<file path="config.mk">
export PLATFORM = sky130hd
export DESIGN_NAME = stable_max_priority_queue
export DESIGN_NICKNAME = d
export VERILOG_FILES = /design/src/rtl/smpq_pkg.sv /design/src/rtl/smpq_ctrl.sv /design/src/rtl/smpq_dp.sv /design/src/rtl/stable_max_priority_queue.sv
export SDC_FILE = /design/constraint.sdc
export NUM_CORES = 2
export LEC_CHECK = 0
export BUFFER_PORTS_ARGS = -buffer_cell sky130_fd_sc_hd__buf_2
export CORE_MARGIN = 4
export CORE_UTILIZATION = 40
export CTS_CLUSTER_SIZE = 8
export DETAILED_ROUTE_END_ITERATION = 16
export SYNTH_ARGS = -nofsm -noshare
export SYNTH_HDL_FRONTEND = slang
export SYNTH_SLANG_ARGS = --single-unit
</file>
<file path="constraint.sdc">
create_clock -name clk -period 5.8 [get_ports clk]
set_input_delay 1.45 -clock clk [delete_from_list [all_inputs] [get_ports clk]]
set_output_delay 1.45 -clock clk [all_outputs]
set_load 0.05 [all_outputs]
</file>
<file path="src/rtl/smpq_pkg.sv">
// Shared types and defaults for the stable max priority queue.
// Used by smpq_ctrl, smpq_dp and stable_max_priority_queue; no dependencies.
package smpq_pkg;

  localparam int DEPTH_DEF    = 64;
  localparam int TAG_BITS_DEF = 16;

  localparam int SCORE_W = 32;
  localparam int TAG_W   = 16;
  localparam int OCC_W   = 7;
  localparam int IN_DATA_W  = 48;
  localparam int OUT_DATA_W = 56;

  typedef enum logic [2:0] {
    ST_IDLE,
    ST_DECODE,
    ST_POP_WAIT,
    ST_INS_CMP,
    ST_INS_HEAD,
    ST_FINISH
  } state_t;

  // Read position relative to the head
  typedef enum logic [1:0] {
    RD_NONE,
    RD_HEAD,
    RD_LAST,
    RD_PREV
  } rd_sel_t;

  // Write source and position
  typedef enum logic [1:0] {
    WR_NONE,
    WR_NEW_HEAD,
    WR_NEW_NEXT,
    WR_OLD_NEXT
  } wr_sel_t;

  // Result kind
  typedef enum logic [1:0] {
    RES_NONE,
    RES_OK,
    RES_ERR,
    RES_POP
  } res_sel_t;

  typedef struct packed {
    logic     latch_req;
    rd_sel_t  rd_sel;
    wr_sel_t  wr_sel;
    logic     dec_j;
    logic     count_inc;
    logic     pop_adv;
    res_sel_t res_sel;
    logic     load_out;
  } cmd_t;

  typedef struct packed {
    logic is_pop;
    logic empty;
    logic full;
    logic j_zero;
    logic ge;
    logic out_free;
  } stat_t;

endpackage

</file>
<file path="src/rtl/smpq_ctrl.sv">
// Controller state machine for the stable max priority queue.
// Depends on smpq_pkg; drives smpq_dp through cmd_t and reads stat_t.
module smpq_ctrl (
  input  logic           clk,
  input  logic           rst_n,
  input  logic           in_valid,
  output logic           in_ready,
  input  smpq_pkg::stat_t stat,
  output smpq_pkg::cmd_t  cmd
);
  import smpq_pkg::*;

  state_t state_r, state_nxt;

  // State register
  always_ff @(posedge clk) begin
    if (!rst_n) begin
      state_r <= ST_IDLE;
    end else begin
      state_r <= state_nxt;
    end
  end

  // Next state and commands
  always_comb begin
    state_nxt = state_r;
    cmd       = '0;
    in_ready  = 1'b0;
    unique case (state_r)
      ST_IDLE: begin
        in_ready = 1'b1;
        if (in_valid) begin
          cmd.latch_req = 1'b1;
          state_nxt     = ST_DECODE;
        end
      end
      ST_DECODE: begin
        if (stat.is_pop) begin
          if (stat.empty) begin
            cmd.res_sel = RES_ERR;
            state_nxt   = ST_FINISH;
          end else begin
            cmd.rd_sel = RD_HEAD;
            state_nxt  = ST_POP_WAIT;
          end
        end else if (stat.full) begin
          cmd.res_sel = RES_ERR;
          state_nxt   = ST_FINISH;
        end else if (stat.empty) begin
          cmd.wr_sel    = WR_NEW_HEAD;
          cmd.count_inc = 1'b1;
          cmd.res_sel   = RES_OK;
          state_nxt     = ST_FINISH;
        end else begin
          cmd.rd_sel = RD_LAST;
          state_nxt  = ST_INS_CMP;
        end
      end
      ST_POP_WAIT: begin
        cmd.res_sel = RES_POP;
        cmd.pop_adv = 1'b1;
        state_nxt   = ST_FINISH;
      end
      ST_INS_CMP: begin
        if (stat.ge) begin
          cmd.wr_sel    = WR_NEW_NEXT;
          cmd.count_inc = 1'b1;
          cmd.res_sel   = RES_OK;
          state_nxt     = ST_FINISH;
        end else begin
          // Shift the stored entry one place toward the tail
          cmd.wr_sel = WR_OLD_NEXT;
          if (stat.j_zero) begin
            state_nxt = ST_INS_HEAD;
          end else begin
            cmd.rd_sel = RD_PREV;
            cmd.dec_j  = 1'b1;
          end
        end
      end
      ST_INS_HEAD: begin
        cmd.wr_sel    = WR_NEW_HEAD;
        cmd.count_inc = 1'b1;
        cmd.res_sel   = RES_OK;
        state_nxt     = ST_FINISH;
      end
      ST_FINISH: begin
        if (stat.out_free) begin
          cmd.load_out = 1'b1;
          state_nxt    = ST_IDLE;
        end
      end
      default: state_nxt = ST_IDLE;
    endcase
  end

endmodule

</file>
<file path="src/rtl/smpq_dp.sv">
// Datapath for the stable max priority queue: circular entry memory, head,
// count, scan index, result and output registers. Depends on smpq_pkg.
module smpq_dp #(
  parameter int DEPTH    = smpq_pkg::DEPTH_DEF,
  parameter int TAG_BITS = smpq_pkg::TAG_BITS_DEF
) (
  input  logic                               clk,
  input  logic                               rst_n,
  input  logic                               in_req_type,
  input  logic [smpq_pkg::SCORE_W-1:0]       in_score,
  input  logic [smpq_pkg::TAG_W-1:0]         in_tag,
  input  smpq_pkg::cmd_t                     cmd,
  output smpq_pkg::stat_t                    stat,
  output logic                               out_tvalid,
  input  logic                               out_tready,
  output logic [smpq_pkg::OUT_DATA_W-1:0]    out_tdata,
  output logic [1:0]                         out_tuser
);
  import smpq_pkg::*;

  localparam int ADDR_W = $clog2(DEPTH);
  localparam int CNT_W  = $clog2(DEPTH + 1);
  localparam int ST_W   = (TAG_BITS < TAG_W) ? TAG_BITS : TAG_W;

  logic [SCORE_W-1:0] mem_score [DEPTH];
  logic [ST_W-1:0]    mem_tag   [DEPTH];

  logic               req_pop_r;
  logic [SCORE_W-1:0] new_score_r;
  logic [ST_W-1:0]    new_tag_r;
  logic [ADDR_W-1:0]  head_r;
  logic [CNT_W-1:0]   count_r;
  logic [ADDR_W-1:0]  j_r;
  logic [SCORE_W-1:0] rd_score_r;
  logic [ST_W-1:0]    rd_tag_r;
  logic               res_valid_r, res_err_r;
  logic [SCORE_W-1:0] res_score_r;
  logic [ST_W-1:0]    res_tag_r;
  logic               out_valid_r;
  logic               out_err_r;
  logic [SCORE_W-1:0] out_score_r;
  logic [ST_W-1:0]    out_tag_r;
  logic [OCC_W-1:0]   out_occ_r;

  logic [ADDR_W-1:0] rd_rel, wr_rel, rd_addr, wr_addr, j_last;
  logic [ADDR_W:0]   rd_sum, wr_sum, head_sum;
  logic              wr_en;
  logic [SCORE_W-1:0] wr_score;
  logic [ST_W-1:0]    wr_tag;

  assign j_last = ADDR_W'(count_r - CNT_W'(1));

  // Relative read position to physical address
  always_comb begin
    case (cmd.rd_sel)
      RD_LAST: rd_rel = j_last;
      RD_PREV: rd_rel = j_r - ADDR_W'(1);
      default: rd_rel = '0;
    endcase
    rd_sum  = {1'b0, head_r} + {1'b0, rd_rel};
    rd_addr = (rd_sum >= (ADDR_W+1)'(DEPTH)) ? ADDR_W'(rd_sum - (ADDR_W+1)'(DEPTH))
                                             : ADDR_W'(rd_sum);
  end

  // Write position and data
  always_comb begin
    wr_en    = 1'b1;
    wr_rel   = j_r + ADDR_W'(1);
    wr_score = new_score_r;
    wr_tag   = new_tag_r;
    case (cmd.wr_sel)
      WR_NEW_HEAD: wr_rel = '0;
      WR_NEW_NEXT: ;
      WR_OLD_NEXT: begin
        wr_score = rd_score_r;
        wr_tag   = rd_tag_r;
      end
      default: wr_en = 1'b0;
    endcase
    wr_sum  = {1'b0, head_r} + {1'b0, wr_rel};
    wr_addr = (wr_sum >= (ADDR_W+1)'(DEPTH)) ? ADDR_W'(wr_sum - (ADDR_W+1)'(DEPTH))
                                             : ADDR_W'(wr_sum);
    head_sum = {1'b0, head_r} + (ADDR_W+1)'(1);
  end

  // Entry memory, registered read
  always_ff @(posedge clk) begin
    if (wr_en) begin
      mem_score[wr_addr] <= wr_score;
      mem_tag[wr_addr]   <= wr_tag;
    end
    if (cmd.rd_sel != RD_NONE) begin
      rd_score_r <= mem_score[rd_addr];
      rd_tag_r   <= mem_tag[rd_addr];
    end
  end

  // Request latch, scan index and result payload
  always_ff @(posedge clk) begin
    if (cmd.latch_req) begin
      req_pop_r   <= in_req_type;
      new_score_r <= in_score;
      new_tag_r   <= ST_W'(in_tag);
    end
    if (cmd.rd_sel == RD_LAST) begin
      j_r <= j_last;
    end else if (cmd.dec_j) begin
      j_r <= j_r - ADDR_W'(1);
    end
    case (cmd.res_sel)
      RES_OK: begin
        res_valid_r <= 1'b0;
        res_err_r   <= 1'b0;
        res_score_r <= '0;
        res_tag_r   <= '0;
      end
      RES_ERR: begin
        res_valid_r <= 1'b0;
        res_err_r   <= 1'b1;
        res_score_r <= '0;
        res_tag_r   <= '0;
      end
      RES_POP: begin
        res_valid_r <= 1'b1;
        res_err_r   <= 1'b0;
        res_score_r <= rd_score_r;
        res_tag_r   <= rd_tag_r;
      end
      default: ;
    endcase
    if (cmd.load_out) begin
      out_err_r   <= res_err_r;
      out_score_r <= res_score_r;
      out_tag_r   <= res_tag_r;
      out_occ_r   <= OCC_W'(count_r);
    end
  end

  // Head, count and output flags
  always_ff @(posedge clk) begin
    if (!rst_n) begin
      head_r      <= '0;
      count_r     <= '0;
      out_tvalid  <= 1'b0;
      out_valid_r <= 1'b0;
    end else begin
      if (cmd.count_inc) begin
        count_r <= count_r + CNT_W'(1);
      end else if (cmd.pop_adv) begin
        count_r <= count_r - CNT_W'(1);
        head_r  <= (head_sum >= (ADDR_W+1)'(DEPTH)) ? '0 : ADDR_W'(head_sum);
      end
      if (cmd.load_out) begin
        out_tvalid  <= 1'b1;
        out_valid_r <= res_valid_r;
      end else if (out_tready) begin
        out_tvalid <= 1'b0;
      end
    end
  end

  assign stat.is_pop   = req_pop_r;
  assign stat.empty    = (count_r == '0);
  assign stat.full     = (count_r == CNT_W'(DEPTH));
  assign stat.j_zero   = (j_r == '0);
  assign stat.ge       = ($signed(rd_score_r) >= $signed(new_score_r));
  assign stat.out_free = !out_tvalid || out_tready;

  assign out_tdata = {1'b0, out_occ_r, TAG_W'(out_tag_r), out_score_r};
  assign out_tuser = {out_err_r, out_valid_r};

endmodule

</file>
<file path="src/rtl/stable_max_priority_queue.sv">
// Stable max priority queue: top level joining smpq_ctrl and smpq_dp.
// Depends on smpq_pkg.
//
// Holds up to DEPTH entries (signed 32-bit score plus tag) in descending score
// order, equal scores in arrival order, in a circular memory with one write and
// one registered read port. Each request gives one result. Requests are handled
// one at a time. After it is accepted, a request passes through these states:
//   - a pop: decode, pop wait, finish;
//   - a refused request: decode, finish;
//   - an insert into an empty queue: decode, finish;
//   - any other insert: decode, then a compare for each stored entry with a
//     lower score, then a compare that places it or, if every entry is
//     lower, a head write, then finish, since the insert walks from the tail
//     one entry per cycle through the memory port.
// The result is loaded into the output register in the finish state.
// If the previous result is still waiting there, the request holds until that
// result is taken. A pop on an empty queue or an insert into a full queue is
// refused with the error flag set. The next request is accepted while the
// previous result waits in the output register. Tags keep their low TAG_BITS
// bits.
module stable_max_priority_queue #(
  parameter int DEPTH    = smpq_pkg::DEPTH_DEF,
  parameter int TAG_BITS = smpq_pkg::TAG_BITS_DEF
) (
  input  logic                            clk,
  input  logic                            rst_n,
  input  logic                            in_tvalid,
  output logic                            in_tready,
  input  logic [smpq_pkg::IN_DATA_W-1:0]  in_tdata,   // score[31:0], tag[47:32]
  input  logic                            in_tuser,   // req_type
  output logic                            out_tvalid,
  input  logic                            out_tready,
  output logic [smpq_pkg::OUT_DATA_W-1:0] out_tdata,  // out_score[31:0], out_tag[47:32],
                                                      // occupancy[54:48], zero[55]
  output logic [1:0]                      out_tuser   // out_valid[0], error[1]
);
  import smpq_pkg::*;

  cmd_t  cmd;
  stat_t stat;

  smpq_ctrl u_ctrl (
    .clk      (clk),
    .rst_n    (rst_n),
    .in_valid (in_tvalid),
    .in_ready (in_tready),
    .stat     (stat),
    .cmd      (cmd)
  );

  smpq_dp #(
    .DEPTH    (DEPTH),
    .TAG_BITS (TAG_BITS)
  ) u_dp (
    .clk         (clk),
    .rst_n       (rst_n),
    .in_req_type (in_tuser),
    .in_score    (in_tdata[SCORE_W-1:0]),
    .in_tag      (in_tdata[SCORE_W+TAG_W-1:SCORE_W]),
    .cmd         (cmd),
    .stat        (stat),
    .out_tvalid  (out_tvalid),
    .out_tready  (out_tready),
    .out_tdata   (out_tdata),
    .out_tuser   (out_tuser)
  );

endmodule

</file>
==> results by group <==
Status
  – Status: finished, violations left
  – Failing checks: setup timing

Critical path
  – Largest stage delay, worst path: 870 ps
  – CP Capture Type: flip-flop
  – Crit-path slowest cell: fa_4
  – Arrival time worst endpoint: 6580 ps
  – CP max FO: 8
  – CP Cell Sequence: inv_2 > ha_4 > nor2b_1 > o211ai_1 > buf_4 > a2111oi_4 > o32ai_4 > mux2i_4 > nand2_2 > o22ai_4 > ha_4 > inv_2 > fa_4 > buf_12 > buf_8 > mux4_2 > mux4_2 > a22oi_2 > o22ai_1 > or4_1 > a21o_1
  – WS Path Type: flip-flop to flip-flop
  – CP required: 6480 ps
  – CP Launch Type: flip-flop

Global routing
  – Grt ovf: 0
  – Largest net degree at the start of global routing: 71
  – First-pass GRT wire length: 512 mm
  – Vias in the first global route: 68000
  – Initial antenna violation count: 22
  – All-Layer GR Usage: 0.214

Final layout
  – Most frequent cells in the layout: 3281 x edfxtp_1, 819 x mux4_2, 491 x nand2_1
  – Layout Nets: 7231
  – Share of layout cells above drive strength 1: 0.336
  – Post-route cell area: 154000 um2
  – Most common cell after layout, fill and taps aside: edfxtp_1
  – Core Util, Final: 0.484
  – Area grow syn2layout: 20.2%
  – Fill count: 25500

Route
  – Vias per cell: 5.90
  – Post-DRT Antenna Nets: 0
  – Routed wire length: 361 mm
  – DR iter-0 viols: 8562
  – Routed wire per std cell: 31.5 um
  – DRC Markers: 0
  – Drt pass-1 iters: 6
  – Via count: 67500

Timing
  – Rel. slew slack: 0.130
  – Total negative setup slack: -773 ps
  – RSZ-0062 raised after global routing: true
  – Fin crit share: 1.02
  – Final slew viol count: 0
  – Hold slack: 416 ps
  – Setup Skew: 49.8 ps
  – Max Fclk: 0.169 GHz
  – Least-Margin Pin Slew: 1310 ps
  – Finish-stage setup viols: 17
  – Setup ws final: -101 ps
  – Final hold violation count: 0
  – Period minus WS final: 5900 ps

Synthesis
  – Top post-synthesis cells by area: edfxtp_1 77%, mux4_2 14%, nand2_1 1.5%
  – Post-synth design cell area: 128000 um2
  – Synth top area share: 0.767
  – Ys async rst share: 0
  – Number of synthesized flops with an enable pin: 3281
  – Synth Register Bits: 3299
  – Synth cell types: 66
  – Syn. warnings: 0
  – Post-synthesis cell count: 6195
  – Top_reg_cell synth: edfxtp_1
  – Post-Synthesis Mean Instance Area: 20.7 um2
  – Synth area leader: edfxtp_1
  – Register area share after synthesis: 0.770
  – Syn_nets: 6298

Die
  – Total core area: 319000 um2
  – Io pins: 113
  – Die extent in x: 575 um
  – Initial Util: 0.403
  – # rows: 207
  – Die area: 330000 um2
  – Die height: 575 um

CTS
  – Cts hold-fix bufs: 0
  – CTS tree: done
  – Max clock buf depth: 4
  – CTS Buf Count: 454
  – Clk root buf: clkbuf_16
  – Worst-path clk slew: 60 ps
  – Clock sink count: 3299
  – Htree depth: 5
  – Worst skew pair latency: 920 ps

Place
  – Final HPWL DP: 205 mm
  – Dpl cell area: 140000 um2
  – I/O Buffers: 111
  – GPL Wtd Cong: 0.835

Pwr
  – Max IR drop VDD: 0.410 mV
  – Pleak: 49.8 nW
  – Pwr dens: 457 nW/um2
  – Power consumption: 70.5 mW

Worst hold path
  – Hold WC Path Type: flip-flop to flip-flop

Run
  – Max-cap viol count: 0
[cell type report]
cell class	instances	area (um2)	share of cell area
diodes	8	20.0	0.000130
inverters	48	180	0.00117
flip-flops and latches	3299	98900	0.641
multi-input cells	2495	29300	0.190
well taps	4284	5360	0.0347
clock buffers	475	11600	0.0753
repair buffers	830	8860	0.0574
clock inverters	11	155	0.00101
[state kept, by name (all words and copies together), names as in the netlist, 32 cells and up]
signal	count
u_dp.res_score_r	32
u_dp.mem_score	2048
u_dp.new_score_r	32
u_dp.out_score_r	32
u_dp.mem_tag	1024
u_dp.rd_score_r	32
[power by group]
part / internal [mW] / switching (mW) / leakage (nW) / total (mW)
Combinational: 7.63 / 10.7 / 14.3 / 18.3
Clock: 13.9 / 9.12 / 5.79 / 23.0
Sequential: 28.7 / 0.490 / 29.7 / 29.2
[worst max-delay path: cells and delay by family, from the launching register on]
family / cells / cell delay (ps)
AO/OA/AOI/OAI: 7 / 1280
adder cells (fa/ha/maj): 3 / 1230
multiplexers: 3 / 1140
AND/OR/NAND/NOR: 3 / 730
flip-flops: 1 / 640
buffers and inverters: 5 / 620
[layer usage]
| layer | global-route usage | up-vias | share of wire | wire (um) |
|---|---|---|---|---|
| li1 | - | 27300 | - | - |
| met1 | 0.302 | 36100 | 0.40 | 145000 |
| met2 | 0.337 | 3632 | 0.47 | 171000 |
| met3 | 0.0509 | 548 | 0.10 | 36100 |
| met4 | 0.0536 | 8 | 0.023 | 8300 |
| met5 | 0 | - | 0.00015 | 53 |
[Yosys cell counts, types with 7 or more instances]
cell type,number
a211oi_1,97
a21o_1,7
a21oi_1,215
and2_1,58
and3_1,52
buf_1,30
buf_2,98
buf_4,7
clkbuf_1,215
dfxtp_1,18
edfxtp_1,3281
ha_1,48
inv_1,48
mux2_2,48
mux2i_1,55
mux4_2,819
nand2_1,513
nand3_1,153
nand4_1,10
nor2_1,105
nor2b_1,11
o21ai_0,146
o21ai_1,10
o22ai_1,51
xnor2_1,24
xor2_1,10
[through the flow]
| stage | std cells | setup WS [ps] |
|---|---|---|
| after floorplan | 6195 | -131 |
| after global routing | 11400 | -231 |
| final | 11500 | -101 |
| after CTS | 11400 | -123 |
| after global placement | 10900 | -802 |
| after detailed placement | 10900 | -823 |
[logic make-up (layout without fill, tap and decap cells)]
group,count (synthesis),in the layout,share of synthesized area
other,1,9,0.0000292
flip-flops,3299,3299,0.770
AND/OR/NAND/NOR,926,926,0.0317
adder cells (fa/ha/maj),50,50,0.00499
XOR/XNOR,34,34,0.00232
AO/OA/AOI/OAI,561,561,0.0256
buffers and inverters,401,1364,0.0131
multiplexers,923,923,0.152
[final timing paths]
check                                startpoint                        endpoint  slack (ps)  cells after the start
max                u_dp.rd_score_r[0]$_DFFE_PP_      u_dp.rd_tag_r[9]$_DFFE_PP_        -100                     21
min          u_dp.res_score_r[21]$_SDFFCE_PN0P_  u_dp.out_score_r[21]$_DFFE_PP_         420                      0
min reg2reg  u_dp.res_score_r[21]$_SDFFCE_PN0P_  u_dp.out_score_r[21]$_DFFE_PP_         420                      0
max reg2reg        u_dp.rd_score_r[0]$_DFFE_PP_      u_dp.rd_tag_r[9]$_DFFE_PP_        -100                     21
[repair_timing]
item	in CTS	in global routing
buffers inserted	30	59
cloned	7	14
pin swaps	28	65
setup endpoints to repair	48	145
gates resized for setup	149	206
No activity file was read; power rests on OpenSTA's default activity.
